`config.mk`:
```
export PLATFORM = sky130hd
export DESIGN_NAME = infix_integer_expression_evaluator_core
export DESIGN_NICKNAME = d
export VERILOG_FILES = /design/src/hdl/ieval_pkg.sv /design/src/hdl/infix_integer_expression_evaluator_core.sv /design/src/hdl/ieval_muldiv.sv /design/src/hdl/ieval_dp.sv /design/src/hdl/ieval_ctrl.sv
export SDC_FILE = /design/constraint.sdc
export NUM_CORES = 1
export LEC_CHECK = 0
export ABC_CLOCK_PERIOD_IN_PS = 6800
export BUFFER_PORTS_ARGS = -buffer_cell sky130_fd_sc_hd__clkbuf_2
export CORE_UTILIZATION = 57
export CTS_CLUSTER_DIAMETER = 120
export CTS_CLUSTER_SIZE = 40
export DETAILED_ROUTE_END_ITERATION = 10
export HOLD_SLACK_MARGIN = 0.03
export PLACE_DENSITY = 0.74
export RECOVER_POWER = 25
export REMOVE_ABC_BUFFERS = 1
export SYNTH_ARGS = -nofsm -noshare
export SYNTH_HDL_FRONTEND = slang
export SYNTH_HIERARCHICAL = 1
export SYNTH_SLANG_ARGS = --single-unit
```
`constraint.sdc`:
```
create_clock -name i_clk -period 6.8 [get_ports i_clk]
set_input_delay 1.36 -clock i_clk [delete_from_list [all_inputs] [get_ports i_clk]]
set_output_delay 1.36 -clock i_clk [all_outputs]
set_load 0.02 [all_outputs]
```
`src/hdl/ieval_pkg.sv`:
```
// shared types and constants for the infix integer expression evaluator
`timescale 1ns / 1ps

package ieval_pkg;

    localparam int DATA_WIDTH = 32;
    localparam int OUT_W      = 32;
    localparam int EXT_W      = 64;
    localparam int CNT_W      = $clog2(DATA_WIDTH);
    localparam int CHAR_W     = 8;
    localparam int DIGIT_W    = 4;

    typedef enum logic [3:0] {
        DP_NOP       = 4'd0,
        DP_DIGIT     = 4'd1,
        DP_START     = 4'd2,
        DP_TERM_CUR  = 4'd3,
        DP_TERM_UNIT = 4'd4,
        DP_PEND_MUL  = 4'd5,
        DP_PEND_DIV  = 4'd6,
        DP_SUM       = 4'd7,
        DP_EMIT      = 4'd8
    } t_dp_op;

    typedef struct packed {
        t_dp_op               op;
        logic [DIGIT_W-1:0]   digit;
        logic                 new_sub;
    } t_dp_cmd;

    typedef struct packed {
        logic pend_active;
        logic unit_done;
    } t_dp_status;

endpackage

```
`src/hdl/infix_integer_expression_evaluator_core.sv`:
```
// sequencing: a digit or ignored character is taken in ST_IDLE; * / + - go on
// through ST_POST, and through ST_CALC first when a * or / is pending (iterative
// muldiv unit, one bit per cycle; a divide by zero skips the bit steps)
// '=' also passes ST_EMIT, which waits until the output register is free
// throughput: one item at a time, sequenced by the controller
// reset: synchronous active-low i_rst_n clears the control and accumulator state and the output valid
`timescale 1ns / 1ps

module infix_integer_expression_evaluator_core
    import ieval_pkg::*;
(
    input  logic                    i_clk,
    input  logic                    i_rst_n,
    input  logic                    i_valid,
    output logic                    o_stall,
    input  logic [CHAR_W-1:0]       i_char_code,
    output logic                    o_valid,
    input  logic                    i_stall,
    output logic signed [OUT_W-1:0] o_value,
    output logic                    o_div_zero_error
);

    t_dp_cmd          w_cmd;
    t_dp_status       w_status;
    logic [OUT_W-1:0] w_value;

    ieval_ctrl u_ctrl (
        .i_clk       (i_clk),
        .i_rst_n     (i_rst_n),
        .i_valid     (i_valid),
        .i_char_code (i_char_code),
        .o_stall     (o_stall),
        .o_valid     (o_valid),
        .i_stall     (i_stall),
        .i_status    (w_status),
        .o_cmd       (w_cmd)
    );

    ieval_dp u_dp (
        .i_clk            (i_clk),
        .i_rst_n          (i_rst_n),
        .i_cmd            (w_cmd),
        .o_status         (w_status),
        .o_value          (w_value),
        .o_div_zero_error (o_div_zero_error)
    );

    assign o_value = signed'(w_value);

endmodule

```
`src/hdl/ieval_muldiv.sv`:
```
// iterative shift-add multiplier and restoring signed divider
`timescale 1ns / 1ps

module ieval_muldiv
    import ieval_pkg::*;
(
    input  logic                  i_clk,
    input  logic                  i_rst_n,
    input  logic                  i_start,
    input  logic                  i_is_div,
    input  logic [DATA_WIDTH-1:0] i_a,
    input  logic [DATA_WIDTH-1:0] i_b,
    output logic                  o_done,
    output logic [DATA_WIDTH-1:0] o_result,
    output logic                  o_div_zero
);

    logic                  r_busy;
    logic                  r_done;
    logic [CNT_W-1:0]      r_cnt;
    logic                  r_is_div;
    logic                  r_neg;
    logic                  r_dz;
    logic [DATA_WIDTH-1:0] r_acc;
    logic [DATA_WIDTH-1:0] r_x;
    logic [DATA_WIDTH-1:0] r_y;

    logic [DATA_WIDTH-1:0] w_ma;
    logic [DATA_WIDTH-1:0] w_mb;
    logic [DATA_WIDTH:0]   w_rem_sh;
    logic [DATA_WIDTH:0]   w_diff;
    logic                  w_ge;

    assign w_ma     = i_a[DATA_WIDTH-1] ? (~i_a + 1'b1) : i_a;
    assign w_mb     = i_b[DATA_WIDTH-1] ? (~i_b + 1'b1) : i_b;
    assign w_rem_sh = {r_acc, r_x[DATA_WIDTH-1]};
    assign w_diff   = w_rem_sh - {1'b0, r_y};
    assign w_ge     = ~w_diff[DATA_WIDTH];

    always_ff @(posedge i_clk) begin
        if (!i_rst_n) begin
            r_busy <= 1'b0;
            r_done <= 1'b0;
            r_cnt  <= '0;
        end else begin
            r_done <= 1'b0;
            if (i_start) begin
                r_cnt <= CNT_W'(DATA_WIDTH - 1);
                if (i_is_div && (w_mb == '0)) begin
                    r_busy <= 1'b0;
                    r_done <= 1'b1;
                end else begin
                    r_busy <= 1'b1;
                end
            end else if (r_busy) begin
                r_cnt <= r_cnt - 1'b1;
                if (r_cnt == '0) begin
                    r_busy <= 1'b0;
                    r_done <= 1'b1;
                end
            end
        end
    end

    always_ff @(posedge i_clk) begin
        if (i_start) begin
            r_is_div <= i_is_div;
            r_acc    <= '0;
            if (i_is_div) begin
                r_neg <= i_a[DATA_WIDTH-1] ^ i_b[DATA_WIDTH-1];
                r_dz  <= (w_mb == '0);
                r_x   <= (w_mb == '0) ? '0 : w_ma;
                r_y   <= w_mb;
            end else begin
                r_neg <= 1'b0;
                r_dz  <= 1'b0;
                r_x   <= i_a;
                r_y   <= i_b;
            end
        end else if (r_busy) begin
            if (r_is_div) begin
                r_acc <= w_ge ? w_diff[DATA_WIDTH-1:0] : w_rem_sh[DATA_WIDTH-1:0];
                r_x   <= {r_x[DATA_WIDTH-2:0], w_ge};
            end else begin
                if (r_y[0]) begin
                    r_acc <= r_acc + r_x;
                end
                r_x <= {r_x[DATA_WIDTH-2:0], 1'b0};
                r_y <= {1'b0, r_y[DATA_WIDTH-1:1]};
            end
        end
    end

    assign o_done     = r_done;
    assign o_div_zero = r_dz;
    assign o_result   = r_is_div ? (r_neg ? (~r_x + 1'b1) : r_x) : r_acc;

`ifndef SYNTHESIS
    a_done_not_busy: assert property (@(posedge i_clk) disable iff (!i_rst_n)
        r_done |-> !r_busy)
        else $error("muldiv done while busy");
    a_start_idle: assert property (@(posedge i_clk) disable iff (!i_rst_n)
        i_start |-> (!r_busy && !r_done))
        else $error("muldiv started while in use");
    a_busy_ends_done: assert property (@(posedge i_clk) disable iff (!i_rst_n)
        (r_busy && r_cnt == '0) |=> (r_done && !r_busy))
        else $error("muldiv did not finish after last step");
`endif

endmodule

```
`src/hdl/ieval_dp.sv`:
```
// datapath: number, term, sum and error registers with the muldiv unit
`timescale 1ns / 1ps

module ieval_dp
    import ieval_pkg::*;
(
    input  logic               i_clk,
    input  logic               i_rst_n,
    input  t_dp_cmd            i_cmd,
    output t_dp_status         o_status,
    output logic [OUT_W-1:0]   o_value,
    output logic               o_div_zero_error
);

    localparam logic [1:0] PEND_NONE = 2'd0;
    localparam logic [1:0] PEND_MUL  = 2'd1;
    localparam logic [1:0] PEND_DIV  = 2'd2;

    logic [DATA_WIDTH-1:0] r_cur;
    logic [DATA_WIDTH-1:0] r_term;
    logic [1:0]            r_pend_op;
    logic [DATA_WIDTH-1:0] r_sum;
    logic                  r_pend_sub;
    logic                  r_err;
    logic [DATA_WIDTH-1:0] r_out_value;
    logic                  r_out_err;

    logic                  w_unit_done;
    logic [DATA_WIDTH-1:0] w_unit_result;
    logic                  w_unit_dz;
    logic [DATA_WIDTH-1:0] w_cur_digit;
    logic [EXT_W-1:0]      w_out_ext;

    ieval_muldiv u_muldiv (
        .i_clk      (i_clk),
        .i_rst_n    (i_rst_n),
        .i_start    (i_cmd.op == DP_START),
        .i_is_div   (r_pend_op == PEND_DIV),
        .i_a        (r_term),
        .i_b        (r_cur),
        .o_done     (w_unit_done),
        .o_result   (w_unit_result),
        .o_div_zero (w_unit_dz)
    );

    assign w_cur_digit = (r_cur << 3) + (r_cur << 1) + DATA_WIDTH'(i_cmd.digit);

    always_ff @(posedge i_clk) begin
        if (!i_rst_n) begin
            r_cur      <= '0;
            r_term     <= '0;
            r_pend_op  <= PEND_NONE;
            r_sum      <= '0;
            r_pend_sub <= 1'b0;
            r_err      <= 1'b0;
        end else begin
            case (i_cmd.op)
                DP_DIGIT: begin
                    r_cur <= w_cur_digit;
                end
                DP_TERM_CUR: begin
                    r_term <= r_cur;
                    r_cur  <= '0;
                end
                DP_TERM_UNIT: begin
                    r_term <= w_unit_result;
                    r_cur  <= '0;
                    r_err  <= r_err | w_unit_dz;
                end
                DP_PEND_MUL: begin
                    r_pend_op <= PEND_MUL;
                end
                DP_PEND_DIV: begin
                    r_pend_op <= PEND_DIV;
                end
                DP_SUM: begin
                    r_sum      <= r_pend_sub ? (r_sum - r_term) : (r_sum + r_term);
                    r_term     <= '0;
                    r_pend_op  <= PEND_NONE;
                    r_pend_sub <= i_cmd.new_sub;
                end
                DP_EMIT: begin
                    r_cur      <= '0;
                    r_term     <= '0;
                    r_pend_op  <= PEND_NONE;
                    r_sum      <= '0;
                    r_pend_sub <= 1'b0;
                    r_err      <= 1'b0;
                end
                default: begin
                end
            endcase
        end
    end

    always_ff @(posedge i_clk) begin
        if (i_cmd.op == DP_EMIT) begin
            r_out_value <= r_sum;
            r_out_err   <= r_err;
        end
    end

    assign w_out_ext            = EXT_W'(r_out_value);
    assign o_value              = w_out_ext[OUT_W-1:0];
    assign o_div_zero_error     = r_out_err;
    assign o_status.pend_active = (r_pend_op == PEND_MUL) || (r_pend_op == PEND_DIV);
    assign o_status.unit_done   = w_unit_done;

endmodule

```
`src/hdl/ieval_ctrl.sv`:
```
// controller: character decode, sequencing state machine and output valid
`timescale 1ns / 1ps

module ieval_ctrl
    import ieval_pkg::*;
(
    input  logic              i_clk,
    input  logic              i_rst_n,
    input  logic              i_valid,
    input  logic [CHAR_W-1:0] i_char_code,
    output logic              o_stall,
    output logic              o_valid,
    input  logic              i_stall,
    input  t_dp_status        i_status,
    output t_dp_cmd           o_cmd
);

    localparam logic [CHAR_W-1:0] CH_ZERO  = 8'h30;
    localparam logic [CHAR_W-1:0] CH_NINE  = 8'h39;
    localparam logic [CHAR_W-1:0] CH_MUL   = 8'h2A;
    localparam logic [CHAR_W-1:0] CH_DIV   = 8'h2F;
    localparam logic [CHAR_W-1:0] CH_ADD   = 8'h2B;
    localparam logic [CHAR_W-1:0] CH_SUB   = 8'h2D;
    localparam logic [CHAR_W-1:0] CH_EQ    = 8'h3D;

    typedef enum logic [3:0] {
        ST_IDLE = 4'b0001,
        ST_CALC = 4'b0010,
        ST_POST = 4'b0100,
        ST_EMIT = 4'b1000
    } t_state;

    typedef enum logic [2:0] {
        K_OTHER = 3'd0,
        K_DIGIT = 3'd1,
        K_MUL   = 3'd2,
        K_DIV   = 3'd3,
        K_ADD   = 3'd4,
        K_SUB   = 3'd5,
        K_EQ    = 3'd6
    } t_kind;

    t_state r_state;
    t_state n_state;
    t_kind  r_kind;
    t_kind  n_kind;
    t_kind  w_kind;
    logic   r_out_valid;
    logic   n_out_valid;
    logic   w_accept;

    always_comb begin
        if ((i_char_code >= CH_ZERO) && (i_char_code <= CH_NINE)) begin
            w_kind = K_DIGIT;
        end else if (i_char_code == CH_MUL) begin
            w_kind = K_MUL;
        end else if (i_char_code == CH_DIV) begin
            w_kind = K_DIV;
        end else if (i_char_code == CH_ADD) begin
            w_kind = K_ADD;
        end else if (i_char_code == CH_SUB) begin
            w_kind = K_SUB;
        end else if (i_char_code == CH_EQ) begin
            w_kind = K_EQ;
        end else begin
            w_kind = K_OTHER;
        end
    end

    assign o_stall  = (r_state != ST_IDLE);
    assign o_valid  = r_out_valid;
    assign w_accept = i_valid && !o_stall;

    always_comb begin
        n_state       = r_state;
        n_kind        = r_kind;
        n_out_valid   = r_out_valid;
        o_cmd.op      = DP_NOP;
        o_cmd.digit   = i_char_code[DIGIT_W-1:0];
        o_cmd.new_sub = 1'b0;
        if (r_out_valid && !i_stall) begin
            n_out_valid = 1'b0;
        end
        case (r_state)
            ST_IDLE: begin
                if (w_accept) begin
                    case (w_kind)
                        K_DIGIT: begin
                            o_cmd.op = DP_DIGIT;
                        end
                        K_MUL, K_DIV, K_ADD, K_SUB, K_EQ: begin
                            n_kind = w_kind;
                            if (i_status.pend_active) begin
                                o_cmd.op = DP_START;
                                n_state  = ST_CALC;
                            end else begin
                                o_cmd.op = DP_TERM_CUR;
                                n_state  = ST_POST;
                            end
                        end
                        default: begin
                        end
                    endcase
                end
            end
            ST_CALC: begin
                if (i_status.unit_done) begin
                    o_cmd.op = DP_TERM_UNIT;
                    n_state  = ST_POST;
                end
            end
            ST_POST: begin
                n_state = ST_IDLE;
                case (r_kind)
                    K_MUL: begin
                        o_cmd.op = DP_PEND_MUL;
                    end
                    K_DIV: begin
                        o_cmd.op = DP_PEND_DIV;
                    end
                    K_ADD: begin
                        o_cmd.op = DP_SUM;
                    end
                    K_SUB: begin
                        o_cmd.op      = DP_SUM;
                        o_cmd.new_sub = 1'b1;
                    end
                    K_EQ: begin
                        o_cmd.op = DP_SUM;
                        n_state  = ST_EMIT;
                    end
                    default: begin
                    end
                endcase
            end
            ST_EMIT: begin
                if (!r_out_valid || !i_stall) begin
                    o_cmd.op    = DP_EMIT;
                    n_out_valid = 1'b1;
                    n_state     = ST_IDLE;
                end
            end
            default: begin
                n_state = ST_IDLE;
            end
        endcase
    end

    always_ff @(posedge i_clk) begin
        if (!i_rst_n) begin
            r_state     <= ST_IDLE;
            r_kind      <= K_OTHER;
            r_out_valid <= 1'b0;
        end else begin
            r_state     <= n_state;
            r_kind      <= n_kind;
            r_out_valid <= n_out_valid;
        end
    end

`ifndef SYNTHESIS
    a_calc_needs_pend: assert property (@(posedge i_clk) disable iff (!i_rst_n)
        (r_state == ST_IDLE && n_state == ST_CALC) |-> i_status.pend_active)
        else $error("muldiv started with no pending operator");
    a_done_in_calc: assert property (@(posedge i_clk) disable iff (!i_rst_n)
        i_status.unit_done |-> (r_state == ST_CALC))
        else $error("muldiv done outside calc state");
    a_emit_sets_valid: assert property (@(posedge i_clk) disable iff (!i_rst_n)
        (r_state == ST_EMIT && n_state == ST_IDLE) |=> o_valid)
        else $error("result item not presented after emit");
`endif

endmodule

```
* Yosys cells after proc, flatten, opt, wreduce, memory -nomap -nowiden
Index checks and enable logic that the tools add are counted.
** Storage, ports and cells
- Output and inout port bits :: 35
- Register bits after elaboration :: 247
- ROM bits :: 0
- Memories kept :: 0
- Latch bits :: 0
- RAM bits :: 0
** Operators by class
- Equal/unequal tests :: 36
- Add/sub/neg operators :: 10
- Muxes and demuxes :: 58
- Bitwise gates (word level) :: 6
- Magnitude comparators :: 2
- Shifts and indexed selects :: 0
- Div/mod/pow operators :: 0
- Multipliers :: 0
- Reductions and logical operators :: 26
** Operators with widths (count)
- $mux W32 :: 16
- $pmux W32 S2 :: 2
- $add A32 B1 Y32 const B :: 3
- $add A32 B32 Y32 :: 3
- $not A32 Y32 :: 3
- $pmux W32 S3 :: 1
- $eq A8 B6 Y1 const B :: 5
- $sub A33 B32 Y33 :: 1
- $add A32 B4 Y32 :: 1
- $logic_not A32 Y1 :: 1
- $pmux W4 S4 :: 2
- $sub A32 B32 Y32 :: 1
- $mux W4 :: 7
- $mux W3 :: 8
- $eq A4 B3 Y1 const B :: 5
- $eq A3 B3 Y1 const B :: 6
- $mux W1 :: 15
- $eq A3 B2 Y1 const B :: 4
- $eq A4 B2 Y1 const B :: 3
- $mux W5 :: 2
- $reduce_bool A2 Y1 :: 5
- $pmux W3 S3 :: 1
- $eq A4 B1 Y1 const B :: 2
- $eq A4 B4 Y1 const B :: 2
- other kinds (26) :: 39

* Depth between registers and ports, before layout
Gate-level depths: netlist of run 1.
- Word-level depth :: 15
- Depth in mapped cells :: 16
- Depth with buffers taken out :: 15

* Hierarchy
Netlist of run 1, hierarchy kept.
** By module, submodules not included
- ieval_muldiv :: times used 1, area each 10945.5 um2, sequential area each 2792.7 um2, cells each 1433
- ieval_dp :: times used 1, area each 8972.4 um2, sequential area each 2992.9 um2, cells each 1040
- ieval_ctrl :: times used 1, area each 646.9 um2, sequential area each 160.2 um2, cells each 81

* Worst setup path after synthesis of run 1
Ideal clock, no wire load.
- Path kind :: input -> register
- Start :: in i_char_code[2]
- End :: reg u_dp.r_sum[21]
- Arrival time :: 5.740 ns
- Stages :: 11
- Setup slack :: 0.930 ns
- Buffers on the path :: 3
- Cell sequence :: buf_6 -> mux2_4 -> nand3_1 -> o21ai_0 -> a21o_1 -> clkbuf_1 -> nor3_1 -> nor3_1 -> clkbuf_1 -> nand2_1 -> o31ai_1
** RTL lines
- start: declaration :: line infix_integer_expression_evaluator_core.sv:16 : input logic [CHAR_W-1:0] i_char_code,
- end signal: assignment :: line ieval_dp.sv:77 : r_sum <= r_pend_sub ? (r_sum - r_term) : (r_sum + r_term);
- end: declaration :: line ieval_dp.sv:22 : logic [DATA_WIDTH-1:0] r_sum;

==> impl_results.md, run 1 <==
- Dpl ws: 1.75 ns
- Top post-synthesis cells by count: 265 x nor2_1, 228 x a21oi_1, 192 x nand2_1
- DR WL/cell: 20.0 um
- Hold WS: 0.484 ns
- Cts hold-fix bufs: 0
- Chip height: 192 um
- Synth area leader: edfxtp_1
- Clk slew on worst S/H paths: 0.12 ns
- CTS tree: done
- Post-CTS Setup Inserts: 0
- Post-DP HPWL: 44800 um
- DIE WIDTH: 192 um
- Sink Count: 247
- Full die area: 36800 um^2
- Tmin final: 5.18 ns
- Worst EP required: 7.24 ns
- Period utilisation layout: 0.762
- Critical path arrival: 5.63 ns
- Yosys reg bits: 247
- Top cell type's share of synthesized area: 0.146
- Worst-margin pin slew: 1.98 ns
- Maximum clock frequency: 193 MHz
- Min-Delay Path Class: flop to flop
- I/O Buffers: 46
- Max transition margin: -0.318
- Adder-Cell Fraction of Synth Area: 0.102
- Worst clock skew: 0.0348 ns
- Fill cell total of the finished layout: 3346
- Most Frequent Cell on Critical Path: nand2_1
- WS Path Type: input pin to flop
- Run status: complete, but fails checks
- Initial Util: 0.578
- Max VDD drop: 0.173 mV
- I/O Pins: 47
- Area of the multi-input gates: 13600 um^2
- Diodes inserted: 0
- Final Max Slew Viols: 59
- Clk_lat worst skew: 0.52 ns
- GP Congestion: 0.964
- Layout area overhead: 3.58%
- Sequential fraction of the synthesis area: 0.289
- Simple-gate share of the synthesized area: 0.185
- WL final: 59200 um
- Vias in the first global route: 17.4k
- Fin cells: 2962
- Failing checks: capacitance limit, slew limit
- FFs w/ async S/R, synth: 0
- Avg Cell Area, Syn: 8.05 um^2
- Synth Warn #: 6
- CTS resizes: 0
- RSZ-0062 raised after global routing: false
- Initial antenna violation count: 0
- Final Setup Violations: 0
- Largest net degree at the start of global routing: 152
- Synth top area cells: edfxtp_1 15%, dfxtp_1 14%, ha_1 9.7%, xnor2_1 7.1%, a21oi_1 5.5%
- Dpl cells: 2945
- Compound-Gate Fraction of Synth Area: 0.263
- Worst Setup End Kind: flop
- Max incr delay on CP: 1.12 ns
- Lkg Pwr: 8.67 nW
- Final WS setup: 1.62 ns
- Routed vias: 19.0k
- # Max-Cap Violations: 2
- Number of synthesized flops with an enable pin: 100
- Final #Nets: 2673
- Critical-path cell list: clkbuf_1 > nand2_1 > o2111ai_1 > o21ai_0 > and3_1 > clkbuf_1 > nand2_1 > nor3b_1 > mux2i_1 > nand2_1
- Count leader, synth: nor2_1
- Clock buffer depth: 3
- Pwr dens: 181 nW/um^2
- DR DRC count: 0
- Overflow after GRT: 0
- DRT Pass-1 Iters: 5
- Post-synthesis mux area share: 0.0124
- Critical Path Slowest Stage Cell: clkbuf_1
- Reg2Reg Depth: 9
- Mapped Area: 20600 um^2
- Worst Setup Start Kind: input pin
- Layout cell share with drive strength beyond 1: 0.0368
- H-tree Lvls: 1
- Routed Antenna Nets: 0
- Worst-path maximum fanout: 24
- Iteration-0 DRC Markers: 1739
- Core footprint: 35600 um^2
- Fin Setup TNS: 0 ns
- Post-synthesis xor/xnor area fraction: 0.0979
- WHS Path Cells: 0
- GRT Total Usage: 0.318
- Buffer type at the clock tree root: clkbuf_16
- Global-route wire length before repair: 93300 um
- Post-Synthesis Cells: 2554
- Final Hold Viols: 0
- TritonCTS buffer count: 11
- # rows: 69
- Vias per cell: 6.43
- Combinational family with the most area after synthesis: compound AO/OA/AOI/OAI gates
- Yosys cell types: 92
- Ys flop type: dfxtp_1
- Register area: 5950 um^2
[cell families (layout without fill, tap and decap cells)]
logic type	count (synthesis)	count (layout)
multiplexers	24	24
AO/OA/AOI/OAI	840	840
XOR/XNOR	229	229
buffers and inverters	262	209
adder cells (fa/ha/maj)	164	164
AND/OR/NAND/NOR	788	788
flip-flops	247	247
[critical path, delay by kind of cell]
| kind | cells | cell delay [ns] |
|---|---|---|
| compound gates | 2 | 1.17 |
| buf+inv | 2 | 1.28 |
| mux | 1 | 0.12 |
| simple gates | 5 | 1.68 |
[stage by stage]
stage | utilization | instance area [um^2] | total power [W]
after CTS | 0.601 | 21400 | 0.00387
final | 0.599 | 21300 | 0.00386
after global routing | 0.599 | 21300 | 0.00408
after detailed placement | 0.590 | 21000 | 0.00300
after global placement | 0.590 | 21000 | 0.00299
after floorplan | - | 20000 | 0.00269
[per-layer routing]
| metal | global-route usage | up-vias | wire length (um) |
|---|---|---|---|
| met5 | 0 | - | 0 |
| met4 | 0.0962 | 0 | 1730 |
| met3 | 0.0523 | 92 | 4070 |
| met2 | 0.507 | 589 | 26600 |
| met1 | 0.439 | 9090 | 26800 |
| li1 | - | 9269 | - |
[flip-flops by register name (all words and copies together) (netlist names), 2 cells and up]
signal	flops
u_ctrl/r_kind	3
u_ctrl/r_state	4
u_dp/o_value	32
u_dp/r_cur	32
u_dp/r_pend_op	2
u_dp/r_sum	32
u_dp/r_term	32
u_dp/u_muldiv/r_acc	32
u_dp/u_muldiv/r_cnt	5
u_dp/u_muldiv/r_x	32
u_dp/u_muldiv/r_y	32
[report_power, final]
part	switching [W]	total [W]	internal, W
Clock	0.000540	0.000870	0.000330
Combinational	0.000745	0.00129	0.000544
Sequential	0.000111	0.00170	0.00159
[layout by cell type (no fill, tap or decap), drive strengths merged, types with 19 or more instances in the layout]
master / n
o211ai: 20
nand4: 29
a22oi: 52
or3: 20
a21oi: 228
nor4: 23
edfxtp: 100
o21ai: 176
xor2: 61
xnor2: 168
buf: 19
nor3: 65
o31ai: 36
ha: 159
inv: 128
dfxtp: 147
nand2: 193
a21o: 73
clkbuf: 60
o21a: 27
nor2: 266
nand3: 67
a31oi: 41
a211oi: 62
[area by class of cell]
class                           instances  share of cell area
Inverter                              125              0.0220
Multi-Input combinational cell       2045               0.638
Clock buffer                           12              0.0131
Timing Repair Buffer                   67              0.0163
Tap cell                              461              0.0271
Clock inverter                          5             0.00423
Sequential cell                       247               0.279
[path summary, 6_finish.rpt]
kind                      from                to  slack, ns
min             u_dp/r_sum[27]  u_dp/o_value[27]       0.48
max reg2reg  u_ctrl/r_state[0]    u_dp/r_sum[16]       1.83
max             i_char_code[1]    u_dp/r_sum[16]       1.62
min reg2reg     u_dp/r_sum[27]  u_dp/o_value[27]       0.48
No activity file was read; power rests on OpenSTA's default activity.
==> run 2, diff against run 1 <==
--- a/config.mk
+++ b/config.mk
@@ -5,7 +5,7 @@
 export SDC_FILE = /design/constraint.sdc
 export NUM_CORES = 1
 export LEC_CHECK = 0
-export ABC_CLOCK_PERIOD_IN_PS = 6800
+export ABC_CLOCK_PERIOD_IN_PS = 4960
 export BUFFER_PORTS_ARGS = -buffer_cell sky130_fd_sc_hd__clkbuf_2
 export CORE_UTILIZATION = 57
 export CTS_CLUSTER_DIAMETER = 120
==> constraint.sdc (replaced) <==
create_clock -name i_clk -period 4.96 [get_ports i_clk]
set_input_delay 0.992 -clock i_clk [delete_from_list [all_inputs] [get_ports i_clk]]
set_output_delay 0.992 -clock i_clk [all_outputs]
set_load 0.02 [all_outputs]
==> run 2 against run 1 <==
- the run still ends with capacitance limit, slew limit left
- global-route usage increased by 0.64 points
- worst setup slack got worse by 1.0 ns
- sequential cell count unchanged
- routed wire length increased by 2.6%
- clock skew increased by 0.0010 ns
- via count increased by 2.0%
- critical endpoint is now u_dp/u_muldiv/r_acc[7]
==> impl_results.md, run 2 (synthesis results as in run 1) <==
- Largest net degree at the start of global routing: 107 (was 152)
- Final Hold Viols: 0 (unchanged)
- Pwr Total: 0.00531 W (was 0.00386 W)
- RSZ-0062 raised after global routing: false (unchanged)
- Full die area: 36800 um^2 (unchanged)
- Tmin final: 4.35 ns
- Clk slew on worst S/H paths: 0.14 ns (was 0.12 ns)
- Run status: complete, but fails checks (unchanged)
- CTS tree: done (unchanged)
- Overflow after GRT: 0 (unchanged)
- Worst Setup Start Kind: flop (was input pin)
- Chip height: 192 um (unchanged)
- Routed vias: 19.4k (was 19.0k)
- Period utilisation layout: 0.878
- CP top delay family: compound AO/OA/AOI/OAI gates (was simple AND/OR/NAND/NOR gates)
- I/O Buffers: 46 (unchanged)
- Worst-margin pin slew: 2.03 ns (was 1.98 ns)
- H-tree Lvls: 1 (unchanged)
- Commonest non-fill, non-tap cells in the layout: 265 x nor2_1, 228 x a21oi_1, 192 x nand2_1 (unchanged)
- WS Path Type: flop to flop (was input pin to flop)
- Layout area overhead: 4.64% (was 3.58%)
- Initial Util: 0.578 (unchanged)
- Worst-path maximum fanout: 24 (unchanged)
- Cts hold-fix bufs: 0 (unchanged)
- Final core occ: 0.605 (was 0.599)
- DR WL/cell: 20.3 um (was 20.0 um)
- Layout cell share with drive strength beyond 1: 0.0487 (was 0.0368)
- Global-route wire length before repair: 95700 um (was 93300 um)
- Fin cells: 2990 (was 2962)
- Worst EP required: 5.35 ns (was 7.24 ns)
- DIE WIDTH: 192 um (unchanged)
- Failing checks: capacitance limit, slew limit (unchanged)
- Sink Count: 247 (unchanged)
- Clk_lat worst skew: 0.51 ns (was 0.52 ns)
- Maximum clock frequency: 230 MHz
- Vias per cell: 6.50 (was 6.43)
- Pwr dens: 247 nW/um^2 (was 181 nW/um^2)
- # rows: 69 (unchanged)
- # Max-Cap Violations: 1 (was 2)
- Post-DP HPWL: 46200 um (was 44800 um)
- Min-Delay Path Class: flop to flop (unchanged)
- Clock buffer depth: 3 (unchanged)
- Final #Nets: 2701 (was 2673)
- TritonCTS buffer count: 11 (unchanged)
- GP Congestion: 0.971 (was 0.964)
- Max VDD drop: 0.214 mV (was 0.173 mV)
- Routed Antenna Nets: 0 (unchanged)
- I/O Pins: 47 (unchanged)
- Worst Setup End Kind: flop (unchanged)
- Buffer type at the clock tree root: clkbuf_16 (unchanged)
- CTS resizes: 0 (unchanged)
- Core footprint: 35600 um^2 (unchanged)
- Final Max Slew Viols: 35 (was 59)
- Vias in the first global route: 18.0k (was 17.4k)
- Critical-path cell list: inv_1 > ha_1 > fa_1 > nor2b_1 > o31a_1 > o2111ai_1 > a31oi_1 > nand2_1 > o31ai_1 > xor2_2 > buf_4 > mux2_2 > a21oi_1 > nor2_1 (was clkbuf_1 > nand2_1 > o2111ai_1 > o21ai_0 > and3_1 > clkbuf_1 > nand2_1 > nor3b_1 > mux2i_1 > nand2_1)
- Critical Path Slowest Stage Cell: xor2_2 (was clkbuf_1)
- Dpl cells: 2973 (was 2945)
- GRT Total Usage: 0.325 (was 0.318)
- Worst clock skew: 0.0358 ns (was 0.0348 ns)
- Final Setup Violations: 0 (unchanged)
- DR DRC count: 0 (unchanged)
- Lkg Pwr: 8.82 nW (was 8.67 nW)
- Critical path arrival: 4.74 ns (was 5.63 ns)
- Initial antenna violation count: 0 (unchanged)
- Max incr delay on CP: 0.52 ns (was 1.12 ns)
- Iteration-0 DRC Markers: 1794 (was 1739)
- DRT Pass-1 Iters: 6 (was 5)
- Post-CTS Setup Inserts: 0 (unchanged)
- Max transition margin: -0.355 (was -0.318)
- Worst Path Buf+Inv: 2 (unchanged)
- Commonest non-fill, non-tap cell in the layout: nor2_1 (unchanged)
- Fin Setup TNS: 0 ns (unchanged)
- WL final: 60800 um (was 59200 um)
[run 2: path summary, 6_finish.rpt]
kind	startpoint	to	slack, ns	depth (start not counted)
worst max-delay path	u_dp/u_muldiv/r_x[31]	u_dp/u_muldiv/r_acc[7]	0.61	14
worst min-delay path	u_dp/r_sum[13]	u_dp/o_value[13]	0.47	0
worst min register to register	u_dp/r_sum[13]	u_dp/o_value[13]	0.47	0
worst max register to register	u_dp/u_muldiv/r_x[31]	u_dp/u_muldiv/r_acc[7]	0.61	14
[run 2: through the flow]
step                      hold slack [ns]  setup WS [ns]  instance area (um^2)
after global routing                0.499          0.311                 21500
after CTS                           0.484          0.708                 21600
after global placement              0.456          0.883                 21200
after detailed placement            0.454          0.748                 21200
after floorplan                     0.409         -11.87                 20000
final                               0.474          0.606                 21500
[run 2: layer usage]
metal,up-vias,GRT usage,share of wire
met4,0,0.0980,0.032
met5,-,0,0
met1,9209,0.435,0.43
met2,753,0.543,0.46
li1,9327,-,-
met3,139,0.0407,0.070
[run 2: area by class of cell]
type,instances,area (um^2)
Clock buffer,11,275
Clock inverter,5,90.1
Inverter,125,469
Sequential cell,247,5950
Fill cell,3284,14000
Timing Repair Buffer,95,562
Multi-Input combinational cell,2045,13600
Antenna cell,1,2.50
Tap cell,461,577
[run 2: power breakdown]
part,internal (W),total (W),leakage [nW],switching [W]
clock network,0.000445,0.00117,0.174,0.000722
registers,0.00218,0.00234,2.10,0.000159
logic,0.000754,0.00180,6.54,0.00104
